===== config.mk =====
export PLATFORM = sky130hd
export DESIGN_NAME = clt_token_store
export DESIGN_NICKNAME = d
export VERILOG_FILES = /design/src/rtl/clt_pkg.sv /design/src/rtl/clt_token_store.sv
export SDC_FILE = /design/constraint.sdc
export NUM_CORES = 2
export LEC_CHECK = 0
export BUFFER_PORTS_ARGS = -buffer_cell sky130_fd_sc_hd__buf_2
export CAP_MARGIN = 20
export CELL_PAD_IN_SITES_DETAIL_PLACEMENT = 0
export CELL_PAD_IN_SITES_GLOBAL_PLACEMENT = 1
export CORE_MARGIN = 3
export CORE_UTILIZATION = 55
export DETAILED_ROUTE_END_ITERATION = 10
export PLACE_DENSITY_LB_ADDON = 0.1
export REMOVE_ABC_BUFFERS = 1
export SLEW_MARGIN = 20
export SYNTH_ARGS = -nofsm -noshare
export SYNTH_HDL_FRONTEND = slang
export SYNTH_MEMORY_MAX_BITS = 65536
export SYNTH_SLANG_ARGS = --single-unit

===== constraint.sdc =====
create_clock -name clk -period 3.7 [get_ports clk]
set_input_delay 0.74 -clock clk [delete_from_list [all_inputs] [get_ports clk]]
set_output_delay 0.74 -clock clk [all_outputs]
set_load 0.05 [all_outputs]

===== src/rtl/clt_pkg.sv =====
// ----------------------------------------------------------------------------
// clt_pkg
// Shared types, sizes and keyword tables of the command line tokenizer.
// ----------------------------------------------------------------------------
package clt_pkg;

    localparam int TOKEN_BYTES_MAX = 32;
    localparam int ARGS_MAX        = 8;
    localparam int SLOTS           = ARGS_MAX + 1;
    localparam int BANK_SLOTS      = 2 * SLOTS;
    localparam int STORE_DEPTH     = BANK_SLOTS * TOKEN_BYTES_MAX;

    localparam int LEN_W  = $clog2(TOKEN_BYTES_MAX + 1);
    localparam int TC_W   = $clog2(SLOTS + 1);
    localparam int SLOT_W = $clog2(BANK_SLOTS);
    localparam int ADDR_W = $clog2(STORE_DEPTH);
    localparam int KIND_W = 4;
    localparam int CNT_W  = 4;

    localparam int KEYWORDS = 11;
    localparam int KW_POS   = 8;
    localparam int KW_IDX_W = 3;

    localparam logic [7:0] CH_END   = 8'h00;
    localparam logic [7:0] CH_SPACE = 8'h20;
    localparam logic [7:0] CH_TAB   = 8'h09;

    localparam logic REQ_CHAR = 1'b0;
    localparam logic REQ_READ = 1'b1;

    localparam logic RES_SUMMARY = 1'b0;
    localparam logic RES_READ    = 1'b1;

    localparam logic [KEYWORDS-1:0] MASK_ALL = '1;

    typedef enum logic [1:0] {
        ST_OK       = 2'd0,
        ST_EMPTY    = 2'd1,
        ST_TOO_LONG = 2'd2,
        ST_TOO_MANY = 2'd3
    } status_t;

    typedef enum logic [KIND_W-1:0] {
        KIND_UNKNOWN = 4'd0,
        KIND_HELP    = 4'd1,
        KIND_CLEAR   = 4'd2,
        KIND_ECHO    = 4'd3,
        KIND_LS      = 4'd4,
        KIND_CAT     = 4'd5,
        KIND_TOUCH   = 4'd6,
        KIND_WRITE   = 4'd7,
        KIND_APPEND  = 4'd8,
        KIND_RM      = 4'd9,
        KIND_STATUS  = 4'd10,
        KIND_ABOUT   = 4'd11
    } kind_t;

    // Keyword i gives kind i+1; unused positions are padded with zero.
    localparam logic [7:0] KW_TEXT [KEYWORDS][KW_POS] = '{
        '{"h", "e", "l", "p", 8'h00, 8'h00, 8'h00, 8'h00},
        '{"c", "l", "e", "a", "r", 8'h00, 8'h00, 8'h00},
        '{"e", "c", "h", "o", 8'h00, 8'h00, 8'h00, 8'h00},
        '{"l", "s", 8'h00, 8'h00, 8'h00, 8'h00, 8'h00, 8'h00},
        '{"c", "a", "t", 8'h00, 8'h00, 8'h00, 8'h00, 8'h00},
        '{"t", "o", "u", "c", "h", 8'h00, 8'h00, 8'h00},
        '{"w", "r", "i", "t", "e", 8'h00, 8'h00, 8'h00},
        '{"a", "p", "p", "e", "n", "d", 8'h00, 8'h00},
        '{"r", "m", 8'h00, 8'h00, 8'h00, 8'h00, 8'h00, 8'h00},
        '{"s", "t", "a", "t", "u", "s", 8'h00, 8'h00},
        '{"a", "b", "o", "u", "t", 8'h00, 8'h00, 8'h00}
    };

    localparam logic [2:0] KW_LEN [KEYWORDS] = '{
        3'd4, 3'd5, 3'd4, 3'd2, 3'd3, 3'd5, 3'd5, 3'd6, 3'd2, 3'd6, 3'd5
    };

    typedef struct packed {
        logic       req_type;
        logic [7:0] char_code;
        logic [3:0] token_select;
        logic [4:0] byte_position;
    } in_item_t;

    typedef struct packed {
        logic             result_type;
        status_t          parse_status;
        kind_t            kind_code;
        logic [CNT_W-1:0] arg_total;
        logic             arity_ok;
        logic [7:0]       read_byte;
    } out_item_t;

    typedef struct packed {
        status_t          status;
        kind_t            kind;
        logic [CNT_W-1:0] args;
        logic             arity;
    } summary_t;

    typedef struct packed {
        logic              en;
        logic [SLOT_W-1:0] slot;
        logic [LEN_W-1:0]  pos;
        logic [7:0]        data;
    } byte_wr_t;

    typedef struct packed {
        logic              en;
        logic [SLOT_W-1:0] slot;
        logic [LEN_W-1:0]  len;
    } len_wr_t;

    typedef struct packed {
        logic             bank;
        logic [CNT_W-1:0] count;
    } commit_t;

endpackage


===== src/rtl/clt_token_store.sv =====
// ----------------------------------------------------------------------------
// clt_token_store
// Two-bank token byte memory and token length registers with read gating.
// ----------------------------------------------------------------------------
module clt_token_store (
    input  logic              clk,
    input  logic              rst_n,
    input  clt_pkg::byte_wr_t byte_wr,
    input  clt_pkg::len_wr_t  len_wr,
    input  clt_pkg::commit_t  commit,
    input  logic              read_take,
    input  logic [3:0]        token_select,
    input  logic [4:0]        byte_position,
    output logic [7:0]        read_byte
);
    import clt_pkg::*;

    logic [7:0]       mem [STORE_DEPTH];
    logic [LEN_W-1:0] len_reg [BANK_SLOTS];
    logic [7:0]       q_reg;
    logic             gate_reg;

    logic              sel_ok;
    logic [SLOT_W-1:0] rd_slot;
    logic              pos_ok;
    logic              gate;
    logic [ADDR_W-1:0] raddr;
    logic [ADDR_W-1:0] waddr;

    assign sel_ok  = (token_select <= commit.count) && (token_select < SLOTS);
    assign rd_slot = !sel_ok ? '0 :
                     commit.bank ? SLOT_W'(token_select) + SLOT_W'(SLOTS) :
                                   SLOT_W'(token_select);
    assign pos_ok  = (byte_position < TOKEN_BYTES_MAX) &&
                     (LEN_W'(byte_position) < len_reg[rd_slot]);
    assign gate    = sel_ok && pos_ok;

    assign raddr = ADDR_W'(rd_slot) * ADDR_W'(TOKEN_BYTES_MAX) + ADDR_W'(byte_position);
    assign waddr = ADDR_W'(byte_wr.slot) * ADDR_W'(TOKEN_BYTES_MAX) + ADDR_W'(byte_wr.pos);

    always_ff @(posedge clk)
    begin
        if (byte_wr.en)
        begin
            mem[waddr] <= byte_wr.data;
        end
        if (read_take && gate)
        begin
            q_reg <= mem[raddr];
        end
    end

    always_ff @(posedge clk or negedge rst_n)
    begin
        if (!rst_n)
        begin
            gate_reg <= 1'b0;
            for (int i = 0; i < BANK_SLOTS; i++)
            begin
                len_reg[i] <= '0;
            end
        end
        else
        begin
            if (read_take)
            begin
                gate_reg <= gate;
            end
            if (len_wr.en)
            begin
                len_reg[len_wr.slot] <= len_wr.len;
            end
        end
    end

    // Drop bytes at or beyond the token length, and bytes of a token that cannot be selected.
    assign read_byte = gate_reg ? q_reg : 8'h00;

endmodule


==> out/results.tsv <==
stage	metric	value	unit
synthesis	avgSynthCellArea	21.7	um^2
timing	finalCritPeriodShare	98.8	%
cells_and_area	fill_cells	22258	
placement	io_buffer_count	56	
synthesis	synth_largest_area_cell	edfxtp_1	
synthesis	synth_compound_area_share	1.70	%
worst_setup_path	max_stage_delay	550	ps
worst_setup_path	critical_path.top_delay_family	buffers and inverters	
synthesis	ys.warnings.count	0	
timing	max_freq	273	MHz
timing	final.setup.tns	0	ps
clock_tree	h-tree-depth	5	
floorplan	num_rows	212	
synthesis	synth_top_family_by_area	multiplexers	
placement	gp_congestion	0.957	
clock_tree	cts_tree	done	
cells_and_area	drive_above_1_share	35.2	%
timing	skew	69.1	ps
clock_tree	cts-root-buf	clkbuf_16	
grt	grt_pass1_wl	736000	um
worst_setup_path	crit_chain	buf_2 > inv_1 > buf_12 > ha_4 > a21oi_2 > buf_4 > a2bb2oi_4 > nand3_4 > buf_4 > buf_4 > mux4_2 > mux2i_1 > o22ai_1 > a2111oi_0 > buf_4 > a311oi_1	
power	powerDensity	526	nW/um^2
synthesis	synth_edf_count	4616	
clock_tree	numCtsBuffers	469	
drt	wl	520000	um
worst_setup_path	crit_required	4470	ps
drt	drcViolationCount	0	
worst_setup_path	crit_fanout	16	
timing	setup_viol	0	
worst_setup_path	worstSetupStartpoint	commit[3]	
power	ir_worst_vdd	0.000468	V
floorplan	die_h	585	um
floorplan	die_area	343000	um^2
cells_and_area	final_cell_mix	edfxtp_1, mux4_2, buf_4, nor2_1, clkbuf_16	
drt	via_per_inst	6.45	
timing	max-slew-margin-rel	26.0	%
grt	antenna_found_initial	61	
synthesis	yosys.area_share.adder	0.0814	%
floorplan	io_pins	57	
cells_and_area	largest_reg_flops	4608	
synthesis	synthCells	8522	
synthesis	yosysTopAreaCellShare	75.1	%
synthesis	async_flop_share	2.31	%
cells_and_area	syn_to_final_growth	17.0	%
power	clock_power_share	41.2	%
worst_setup_path	crit_slowest_cell	mux4_2	
min_path	min-delay-start	byte_wr[2]	
min_path	min_path_type	input port to register	
worst_setup_path	cp-start-kind	input port	
synthesis	muxShareOfSynthArea	17.3	%
cells_and_area	final_common_cell	edfxtp_1	
placement	placed_area	201000	um^2
worst_setup_path	endpoint_kind	register	
cells_and_area	final_area	216000	um^2
synthesis	synth.distinct_cells	73	
synthesis	netlist_area	185000	um^2
clock_tree	clk_pin_slew	60	ps
worst_setup_path	critical_path.most_common_cell	buf_4	
worst_setup_path	r2r-start	mem[199][1]	
timing	tightest_slew	1110	ps
power	p_sw	0.0251	W
floorplan	initial_core_util	55.3	%
drt	first_pass_iters	7	
synthesis	ys_seq_area_share	76.6	%
worst_setup_path	critPathArrivalTime	4420	ps
drt	drtIter0Drc	12111	
timing	min_period	3660	ps
drt	antenna_left	0	
clock_tree	cts.sink_count	4725	
grt	grt_use_total	30.7	%
power	internal-power	0.0885	W
synthesis	ys_seq_elements	4725	
clock_tree	clk_path_buf_depth	4	
synthesis	synthXorXnorAreaFrac	0.0285	%
grt	first_global_vias	95587	
synthesis	synth_simple_gate_area_share	2.81	%
drt	wl_per_cell	35.3	um
drt	vias	95188	
synthesis	synth_ff_type	edfxtp_1	
placement	dpl.hpwl	346000	um
floorplan	coreArea	334000	um^2
cells_and_area	final_util	64.7	%
cells_and_area	nets	10012	
power	switching_share	22.1	%
worst_setup_path	criticalPathCategory	input port to register	
power	p_seq_share	52.1	%
power	combPwrFrac	6.7	%
status	outcome	finished clean	
synthesis	synth.area.top_cells	edfxtp_1, mux4_2, dfrtp_1	
grt	grt_max_degree	148	
power	power.leakage	70.7	nW
timing	finalMaxSlewViolations	0	
worst_setup_path	critPathBufInv	7	
job	maxCapViolations	0	
floorplan	die_x	585	um
clock_tree	clock_latency	1030	ps
grt	grt_remaining_overflow	0	
power	total_power	0.114	W
timing	finalHoldViolCount	0	
==> stage by stage <==
| step | hold slack [ps] | worst slack (ps) | instances |
|---|---|---|---|
| after global placement | 483 | -1180 | 13860 |
| final | 166 | 43.2 | 14754 |
| after detailed placement | 490 | -1170 | 13860 |
| after global routing | 137 | -34.1 | 14748 |
| after CTS | 94.2 | 7.33 | 14729 |
| after floorplan | 444 | -9980 | 7998 |
==> worst paths after layout <==
kind / slack, ps / cells after the start / to
min in group asynchronous: 550 / 2 / len_reg[29]
worst min register to register: 510 / 1 / len_reg[0]
max in group asynchronous: 2230 / 3 / len_reg[43]
worst min-delay path: 170 / 1 / mem[571][2]
worst max-delay path: 40 / 16 / q_reg[1]
worst max register to register: 460 / 9 / q_reg[1]
==> logic make-up (layout without fill, tap and decap cells) <==
logic type / Yosys count / after routing
buffers and inverters: 544 / 2369
AO/OA/AOI/OAI: 441 / 441
XOR/XNOR: 6 / 6
other: 0 / 19
multiplexers: 1551 / 1551
flip-flops: 4725 / 4725
AND/OR/NAND/NOR: 1243 / 1244
adder cells (fa/ha/maj): 12 / 12
==> power groups by stage <==
stage          Combinational [W]  Clock, W  Sequential (W)
4_1_cts                  0.00751    0.0474          0.0592
3_5_place_dp             0.00749         0          0.0603
6_report                 0.00758    0.0468          0.0592
2_1_floorplan            0.00301         0          0.0602
5_1_grt                  0.00788    0.0496          0.0592
3_3_place_gp             0.00739         0          0.0603
==> per-layer routing <==
layer | track usage, % | part of all wire, % | vias up
met2 | 48.1 | 48 | 4814
met1 | 44.0 | 39 | 50940
met4 | 10.3 | 3.7 | 18
li1 | - | - | 38576
met5 | 0 | 0.021 | -
met3 | 6.04 | 9.3 | 840
==> Yosys cell counts, types with 4 or more instances <==
library cell / count
ha_1: 12
o22ai_1: 41
a31oi_1: 55
and3_1: 34
o21ai_0: 34
a221oi_1: 7
and2_1: 10
or3_1: 5
a2111oi_0: 10
mux2i_1: 140
o21ai_1: 4
a32o_1: 26
nor2_1: 625
a311oi_1: 12
buf_1: 46
o211ai_1: 5
nor4_1: 29
buf_4: 74
a211oi_1: 15
nor3_1: 37
a32oi_1: 26
nand3_1: 49
o31ai_1: 19
a22o_1: 4
nor3b_1: 8
xor2_1: 4
nand2b_1: 6
mux4_2: 1292
nand2_1: 390
buf_6: 28
edfxtp_1: 4616
inv_1: 19
dfrtp_1: 109
buf_2: 130
clkbuf_1: 234
and4_1: 4
mux2_2: 119
nand4_1: 19
a22oi_1: 39
o221ai_1: 37
buf_8: 10
a21oi_1: 75
nor2b_1: 15
==> cell type report <==
| cell class | instances | area (um^2) | share of cell area, % |
|---|---|---|---|
| clock inverters | 287 | 2790 | 1.29 |
| repair buffers | 1481 | 13000 | 6.03 |
| flip-flops and latches | 4725 | 141000 | 65.5 |
| clock buffers | 581 | 12300 | 5.71 |
| well taps | 4387 | 5490 | 2.54 |
| diodes | 19 | 47.5 | 0.0220 |
| inverters | 20 | 83.8 | 0.0388 |
| multi-input cells | 3254 | 40800 | 18.9 |
==> worst reg2reg max path, stage by stage (launching register included) <==
cell	delay, ps
edfxtp_1	360
mux4_2	500
mux4_2	600
mux2_2	330
o22ai_1	180
o22ai_1	110
buf_4	230
a2111oi_0	490
buf_4	180
a311oi_1	40
==> repair_timing <==
| item | 4_1_cts | 5_1_grt |
|---|---|---|
| setup endpoints to repair | 10 | 14 |
| endpoints found under the hold margin | 68 | 0 |
| buffers inserted | 0 | 4 |
| hold buffers | 1 | 0 |
| cloned | 0 | 2 |
| resized for setup | 3 | 24 |
| pin swaps | 0 | 10 |
Power figures use the tool's default switching activity.
