**src/rtl/clt_pkg.sv**
```systemverilog
// ----------------------------------------------------------------------------
// clt_pkg
// Shared types, sizes and keyword tables of the command line tokenizer.
// ----------------------------------------------------------------------------
package clt_pkg;

    localparam int TOKEN_BYTES_MAX = 32;
    localparam int ARGS_MAX        = 8;
    localparam int SLOTS           = ARGS_MAX + 1;
    localparam int BANK_SLOTS      = 2 * SLOTS;
    localparam int STORE_DEPTH     = BANK_SLOTS * TOKEN_BYTES_MAX;

    localparam int LEN_W  = $clog2(TOKEN_BYTES_MAX + 1);
    localparam int TC_W   = $clog2(SLOTS + 1);
    localparam int SLOT_W = $clog2(BANK_SLOTS);
    localparam int ADDR_W = $clog2(STORE_DEPTH);
    localparam int KIND_W = 4;
    localparam int CNT_W  = 4;

    localparam int KEYWORDS = 11;
    localparam int KW_POS   = 8;
    localparam int KW_IDX_W = 3;

    localparam logic [7:0] CH_END   = 8'h00;
    localparam logic [7:0] CH_SPACE = 8'h20;
    localparam logic [7:0] CH_TAB   = 8'h09;

    localparam logic REQ_CHAR = 1'b0;
    localparam logic REQ_READ = 1'b1;

    localparam logic RES_SUMMARY = 1'b0;
    localparam logic RES_READ    = 1'b1;

    localparam logic [KEYWORDS-1:0] MASK_ALL = '1;

    typedef enum logic [1:0] {
        ST_OK       = 2'd0,
        ST_EMPTY    = 2'd1,
        ST_TOO_LONG = 2'd2,
        ST_TOO_MANY = 2'd3
    } status_t;

    typedef enum logic [KIND_W-1:0] {
        KIND_UNKNOWN = 4'd0,
        KIND_HELP    = 4'd1,
        KIND_CLEAR   = 4'd2,
        KIND_ECHO    = 4'd3,
        KIND_LS      = 4'd4,
        KIND_CAT     = 4'd5,
        KIND_TOUCH   = 4'd6,
        KIND_WRITE   = 4'd7,
        KIND_APPEND  = 4'd8,
        KIND_RM      = 4'd9,
        KIND_STATUS  = 4'd10,
        KIND_ABOUT   = 4'd11
    } kind_t;

    // Keyword i gives kind i+1; unused positions are padded with zero.
    localparam logic [7:0] KW_TEXT [KEYWORDS][KW_POS] = '{
        '{"h", "e", "l", "p", 8'h00, 8'h00, 8'h00, 8'h00},
        '{"c", "l", "e", "a", "r", 8'h00, 8'h00, 8'h00},
        '{"e", "c", "h", "o", 8'h00, 8'h00, 8'h00, 8'h00},
        '{"l", "s", 8'h00, 8'h00, 8'h00, 8'h00, 8'h00, 8'h00},
        '{"c", "a", "t", 8'h00, 8'h00, 8'h00, 8'h00, 8'h00},
        '{"t", "o", "u", "c", "h", 8'h00, 8'h00, 8'h00},
        '{"w", "r", "i", "t", "e", 8'h00, 8'h00, 8'h00},
        '{"a", "p", "p", "e", "n", "d", 8'h00, 8'h00},
        '{"r", "m", 8'h00, 8'h00, 8'h00, 8'h00, 8'h00, 8'h00},
        '{"s", "t", "a", "t", "u", "s", 8'h00, 8'h00},
        '{"a", "b", "o", "u", "t", 8'h00, 8'h00, 8'h00}
    };

    localparam logic [2:0] KW_LEN [KEYWORDS] = '{
        3'd4, 3'd5, 3'd4, 3'd2, 3'd3, 3'd5, 3'd5, 3'd6, 3'd2, 3'd6, 3'd5
    };

    typedef struct packed {
        logic       req_type;
        logic [7:0] char_code;
        logic [3:0] token_select;
        logic [4:0] byte_position;
    } in_item_t;

    typedef struct packed {
        logic             result_type;
        status_t          parse_status;
        kind_t            kind_code;
        logic [CNT_W-1:0] arg_total;
        logic             arity_ok;
        logic [7:0]       read_byte;
    } out_item_t;

    typedef struct packed {
        status_t          status;
        kind_t            kind;
        logic [CNT_W-1:0] args;
        logic             arity;
    } summary_t;

    typedef struct packed {
        logic              en;
        logic [SLOT_W-1:0] slot;
        logic [LEN_W-1:0]  pos;
        logic [7:0]        data;
    } byte_wr_t;

    typedef struct packed {
        logic              en;
        logic [SLOT_W-1:0] slot;
        logic [LEN_W-1:0]  len;
    } len_wr_t;

    typedef struct packed {
        logic             bank;
        logic [CNT_W-1:0] count;
    } commit_t;

endpackage

```
**src/rtl/clt_parser.sv**
```systemverilog
// ----------------------------------------------------------------------------
// clt_parser
// Line state: token splitting, keyword match, error latch and line summary.
// ----------------------------------------------------------------------------
module clt_parser (
    input  logic              clk,
    input  logic              rst_n,
    input  logic              char_take,
    input  logic [7:0]        char_code,
    output clt_pkg::byte_wr_t byte_wr,
    output clt_pkg::len_wr_t  len_wr,
    output clt_pkg::commit_t  commit,
    output clt_pkg::summary_t summary
);
    import clt_pkg::*;

    logic                bank_reg, bank_next;
    logic [CNT_W-1:0]    count_reg, count_next;
    logic [LEN_W-1:0]    cur_len_reg, cur_len_next;
    logic [TC_W-1:0]     tc_reg, tc_next;
    logic                inside_reg, inside_next;
    status_t             err_reg, err_next;
    logic [KEYWORDS-1:0] mask_reg, mask_next;
    logic [LEN_W-1:0]    name_len_reg, name_len_next;

    logic                work;
    logic [LEN_W-1:0]    len_eff;
    logic [SLOT_W-1:0]   work_slot;
    logic                is_sep;
    logic                close_at_end;
    logic [TC_W-1:0]     tc_eff;
    logic [LEN_W-1:0]    name_len_eff;
    kind_t               name_kind;
    logic [CNT_W-1:0]    arg_count;
    logic                arity_fit;

    assign work      = ~bank_reg;
    assign len_eff   = inside_reg ? cur_len_reg : '0;
    assign work_slot = work ? SLOT_W'(tc_reg) + SLOT_W'(SLOTS) : SLOT_W'(tc_reg);
    assign is_sep    = (char_code == CH_SPACE) || (char_code == CH_TAB);

    // Close the open token at the end of the line unless an error holds.
    assign close_at_end = (err_reg == ST_OK) && inside_reg;
    assign tc_eff       = close_at_end ? tc_reg + TC_W'(1) : tc_reg;
    assign name_len_eff = (close_at_end && tc_reg == '0) ? cur_len_reg : name_len_reg;
    assign arg_count    = CNT_W'(tc_eff - TC_W'(1));

    // Lowest surviving keyword of the right length wins.
    always_comb
    begin
        name_kind = KIND_UNKNOWN;
        for (int i = KEYWORDS - 1; i >= 0; i--)
        begin
            if (mask_reg[i] && (LEN_W'(KW_LEN[i]) == name_len_eff))
            begin
                name_kind = kind_t'(KIND_W'(i + 1));
            end
        end
    end

    always_comb
    begin
        case (name_kind)
            KIND_HELP, KIND_CLEAR, KIND_LS, KIND_STATUS, KIND_ABOUT:
                arity_fit = (arg_count == '0);
            KIND_CAT, KIND_TOUCH, KIND_RM:
                arity_fit = (arg_count == CNT_W'(1));
            KIND_WRITE, KIND_APPEND:
                arity_fit = (arg_count >= CNT_W'(2)) && (arg_count <= CNT_W'(ARGS_MAX));
            KIND_ECHO:
                arity_fit = (arg_count <= CNT_W'(ARGS_MAX));
            default:
                arity_fit = 1'b0;
        endcase
    end

    always_comb
    begin
        bank_next     = bank_reg;
        count_next    = count_reg;
        cur_len_next  = cur_len_reg;
        tc_next       = tc_reg;
        inside_next   = inside_reg;
        err_next      = err_reg;
        mask_next     = mask_reg;
        name_len_next = name_len_reg;
        byte_wr       = '0;
        len_wr        = '0;
        summary       = '{status: ST_OK, kind: KIND_UNKNOWN, args: '0, arity: 1'b0};

        if (char_take)
        begin
            if (char_code == CH_END)
            begin
                if (close_at_end)
                begin
                    len_wr.en   = 1'b1;
                    len_wr.slot = work_slot;
                    len_wr.len  = cur_len_reg;
                    if (tc_reg == '0)
                    begin
                        name_len_next = cur_len_reg;
                    end
                end
                if (err_reg != ST_OK)
                begin
                    summary.status = err_reg;
                end
                else if (tc_eff == '0)
                begin
                    summary.status = ST_EMPTY;
                end
                else
                begin
                    summary.kind  = name_kind;
                    summary.args  = arg_count;
                    summary.arity = arity_fit;
                    bank_next     = work;
                    count_next    = arg_count;
                end
                // Restart the line.
                cur_len_next = '0;
                tc_next      = '0;
                inside_next  = 1'b0;
                err_next     = ST_OK;
                mask_next    = MASK_ALL;
            end
            else if (err_reg == ST_OK)
            begin
                if (is_sep)
                begin
                    if (inside_reg)
                    begin
                        len_wr.en   = 1'b1;
                        len_wr.slot = work_slot;
                        len_wr.len  = cur_len_reg;
                        if (tc_reg == '0)
                        begin
                            name_len_next = cur_len_reg;
                        end
                        tc_next     = tc_reg + TC_W'(1);
                        inside_next = 1'b0;
                    end
                end
                else if (!inside_reg && (tc_reg >= TC_W'(SLOTS)))
                begin
                    err_next = ST_TOO_MANY;
                end
                else if (len_eff >= LEN_W'(TOKEN_BYTES_MAX))
                begin
                    err_next = ST_TOO_LONG;
                end
                else
                begin
                    inside_next  = 1'b1;
                    byte_wr.en   = 1'b1;
                    byte_wr.slot = work_slot;
                    byte_wr.pos  = len_eff;
                    byte_wr.data = char_code;
                    if (tc_reg == '0)
                    begin
                        for (int i = 0; i < KEYWORDS; i++)
                        begin
                            if (!((len_eff < LEN_W'(KW_LEN[i])) &&
                                  (KW_TEXT[i][len_eff[KW_IDX_W-1:0]] == char_code)))
                            begin
                                mask_next[i] = 1'b0;
                            end
                        end
                    end
                    cur_len_next = len_eff + LEN_W'(1);
                end
            end
        end
    end

    always_ff @(posedge clk or negedge rst_n)
    begin
        if (!rst_n)
        begin
            bank_reg    <= 1'b0;
            count_reg   <= '0;
            cur_len_reg <= '0;
            tc_reg      <= '0;
            inside_reg  <= 1'b0;
            err_reg     <= ST_OK;
            mask_reg    <= MASK_ALL;
        end
        else
        begin
            bank_reg    <= bank_next;
            count_reg   <= count_next;
            cur_len_reg <= cur_len_next;
            tc_reg      <= tc_next;
            inside_reg  <= inside_next;
            err_reg     <= err_next;
            mask_reg    <= mask_next;
        end
    end

    always_ff @(posedge clk)
    begin
        name_len_reg <= name_len_next;
    end

    assign commit.bank  = bank_reg;
    assign commit.count = count_reg;

endmodule

```
**config.mk**
```make
export PLATFORM = sky130hd
export DESIGN_NAME = clt_parser
export DESIGN_NICKNAME = d
export VERILOG_FILES = /design/src/rtl/clt_pkg.sv /design/src/rtl/clt_parser.sv
export SDC_FILE = /design/constraint.sdc
export NUM_CORES = 1
export LEC_CHECK = 0
export BUFFER_PORTS_ARGS = -buffer_cell sky130_fd_sc_hd__buf_2
export CORE_MARGIN = 2
export CORE_UTILIZATION = 55
export CTS_CLUSTER_SIZE = 40
export DETAILED_ROUTE_END_ITERATION = 16
export PLACE_DENSITY = 0.81
export SLEW_MARGIN = 20
export SYNTH_ARGS = -nofsm -noshare
export SYNTH_HDL_FRONTEND = slang
export SYNTH_SLANG_ARGS = --single-unit
export TNS_END_PERCENT = 100
```
**constraint.sdc**
```tcl
create_clock -name clk -period 4 [get_ports clk]
set_input_delay 1 -clock clk [delete_from_list [all_inputs] [get_ports clk]]
set_output_delay 1 -clock clk [all_outputs]
set_load 0.05 [all_outputs]
```
==> out/metrics.cfg <==
[grt]
grt_antenna_before_repair = 0
grt.total_usage_pct = 30.5
grt_start_max_net_pins = 30
grt_pass1_vias = 3817
grt-ovfl-total = 0
grt_pass1_wl_um = 18400

[finish]
fin_util_pct = 71.9
layout_common_cells = nand2_1, buf_4, buf_2
layout_commonest_cell = nand2_1
stdcell_area_sq_um = 4810
drive_gt1_share_pct = 34.0
largest_reg_flops = 11
n_antenna_cell = 0
area_delta_synth_final_pct = 28.2
nets = 618
final_cells = 671

[critical_path]
arrival_ns = 3.16
path_buf_inv = 3
critical_path.cell_chain = inv_2 -> ha_4 -> nor3b_4 -> buf_4 -> a2111oi_4 -> o21ai_0 -> o31ai_4 -> nand3b_1 -> o32ai_2 -> mux2i_2 -> a32oi_4 -> buf_6
cpMaxStageDelayCell = dfrtp_1
cp-start-kind = flop
critical_path_peak_fanout = 4
required_ns = 3.00
critPathKind = flop to output pin
endpoint_kind = output pin
slowest_delay_ns = 0.43
path_delay_family = compound AO/OA/AOI/OAI gates

[yosys]
synth_cell_types = 67
yosysWarningCount = 0
synth-seq-cells = 35
avgSynthCellArea_sq_um = 7.35
syn_nets = 538
synth-seq-area-share_pct = 24.5
netlist_area_sq_um = 3750
ys.flop_type = dfrtp_1
synthCells = 510
async_flop_share_pct = 82.9
synth_edf_count = 6

[sta]
holdWs_ns = 0.479
fmax_ghz = 0.240
timing.final.ws_setup_ns = -0.165
hold_viol = 0
rsz0062_at_grt = yes
fin_setup_tns_ns = -0.165
fin_crit_ns = 4.16
min_period_over_period_pct = 104
slew_violations = 0
setup_viol = 1
worstMarginPinSlew_ns = 0.694
skew_ns = 0.0201
worst_slew_margin_rel_pct = 53.8

[placement]
dpl.hpwl_um = 8300
dp_cells = 651
portBuffers = 57
gp_congestion = 0.932
place_ws_ns = -0.193
post_dp_cell_area_sq_um = 4350

[floorplanning]
die_x_um = 86.6
die-area_sq_um = 7490
die_height_um = 86.6
start_util_pct = 56.1
io_pins = 59
rows = 30
core_sq_um = 6680

[drt]
drt_iter0_markers = 452
drc = 0
totalWireLength_um = 12500
drt_first_pass_iters = 5
drtAntennaViolNets = 0
routed_via_density = 6.52
dr_total_vias = 4374
post_drt_wl_per_cell_um = 18.7

[pwr]
power.total_mw = 1.52
switchingPower_uw = 661
internal-power_uw = 861
switching_share_pct = 43.5
p_seq_share_pct = 25.9
peakVddDrop_mv = 0.264
power.share.clock_pct = 22.3
powerDensity_nw_per_um2 = 317
power.leakage_nw = 2.13
p_comb_share_pct = 51.8

[clock_network]
htreeDepth = 2
cts_root_buffer = clkbuf_8
cts_buffers = 5
clk_pin_slew_ns = 0.08
clockBufferDepth = 2
clk_latency_ns = 0.30
cts_hold_buf = 0
cts_tree = built
clock-sinks = 35

[hold_path]
hold_path.class = flop to flop

[flow_run]
max_cap_viol_count = 0

[outcome]
violations = setup timing
status = finished with violations

[power groups by stage]
stage	clock network, mW	registers [mW]	logic, mW
4_1_cts	0.338	0.391	0.697
3_5_place_dp	0	0.398	0.678
3_3_place_gp	0	0.397	0.662
2_1_floorplan	0	0.401	0.498
6_report	0.339	0.394	0.789
5_1_grt	0.351	0.396	0.847
[logic make-up after synthesis]
family,count (synthesis),share of synthesized area [%]
compound gates,132,22.2
buf+inv,54,6.17
xor+xnor,25,5.84
mux,6,1.67
other cells,1,0.100
fa+ha+maj,17,5.67
simple gates,240,33.8
flops,35,24.5
[routing by layer]
metal | share of wire, % | GRT usage (%)
met2 | 49 | 52.4
met5 | 0 | 0
met1 | 38 | 39.2
met4 | 3.8 | 11.6
met3 | 9.7 | 3.81
[what timing repair did]
item,4_1_cts,5_1_grt
gates cloned,0,0
resized for setup,17,43
pin swaps,5,11
buffers inserted,3,9
hold endpoints to repair,0,0
setup endpoints to repair,5,15
[synthesized netlist by cell type (8+ instances only)]
| cell type | instances | area, sq um |
|---|---|---|
| nor2_1 | 58 | 218 |
| nand2_1 | 56 | 210 |
| o21ai_0 | 36 | 180 |
| a21oi_1 | 32 | 160 |
| clkbuf_1 | 23 | 86.3 |
| and2_1 | 19 | 119 |
| nor3_1 | 19 | 95.1 |
| dfrtp_1 | 18 | 450 |
| ha_1 | 17 | 213 |
| xnor2_1 | 17 | 149 |
| inv_1 | 14 | 52.6 |
| nand3_1 | 14 | 70.1 |
| dfstp_2 | 11 | 289 |
| nand2b_1 | 10 | 62.6 |
| or3_1 | 9 | 56.3 |
| a31oi_1 | 8 | 50.1 |
| buf_2 | 8 | 40.0 |
| nor4_1 | 8 | 50.1 |
| xor2_1 | 8 | 70.1 |
[cell type report]
class / instances / area [sq um]
Clock buffer: 5 / 68.8
Multi-Input combinational cell: 421 / 2880
Tap cell: 80 / 100
Timing Repair Buffer: 111 / 722
Inverter: 16 / 65.1
Clock inverter: 3 / 47.5
Sequential cell: 35 / 922
Fill cell: 485 / 1880
[worst paths after layout]
check | slack (ns) | cells past startpoint | to | startpoint
worst max-delay path | -0.16 | 12 | summary[0] | tc_reg[0]
worst min-delay path | 0.48 | 1 | count_reg[2] | count_reg[2]
worst max register to register | 0.78 | 13 | mask_reg[4] | inside_reg
worst min register to register | 0.48 | 1 | count_reg[2] | count_reg[2]
max in group asynchronous | 2.79 | 1 | err_reg[1] | rst_n
min in group asynchronous | 0.74 | 1 | count_reg[0] | rst_n
(Power assumes the default switching activity.)
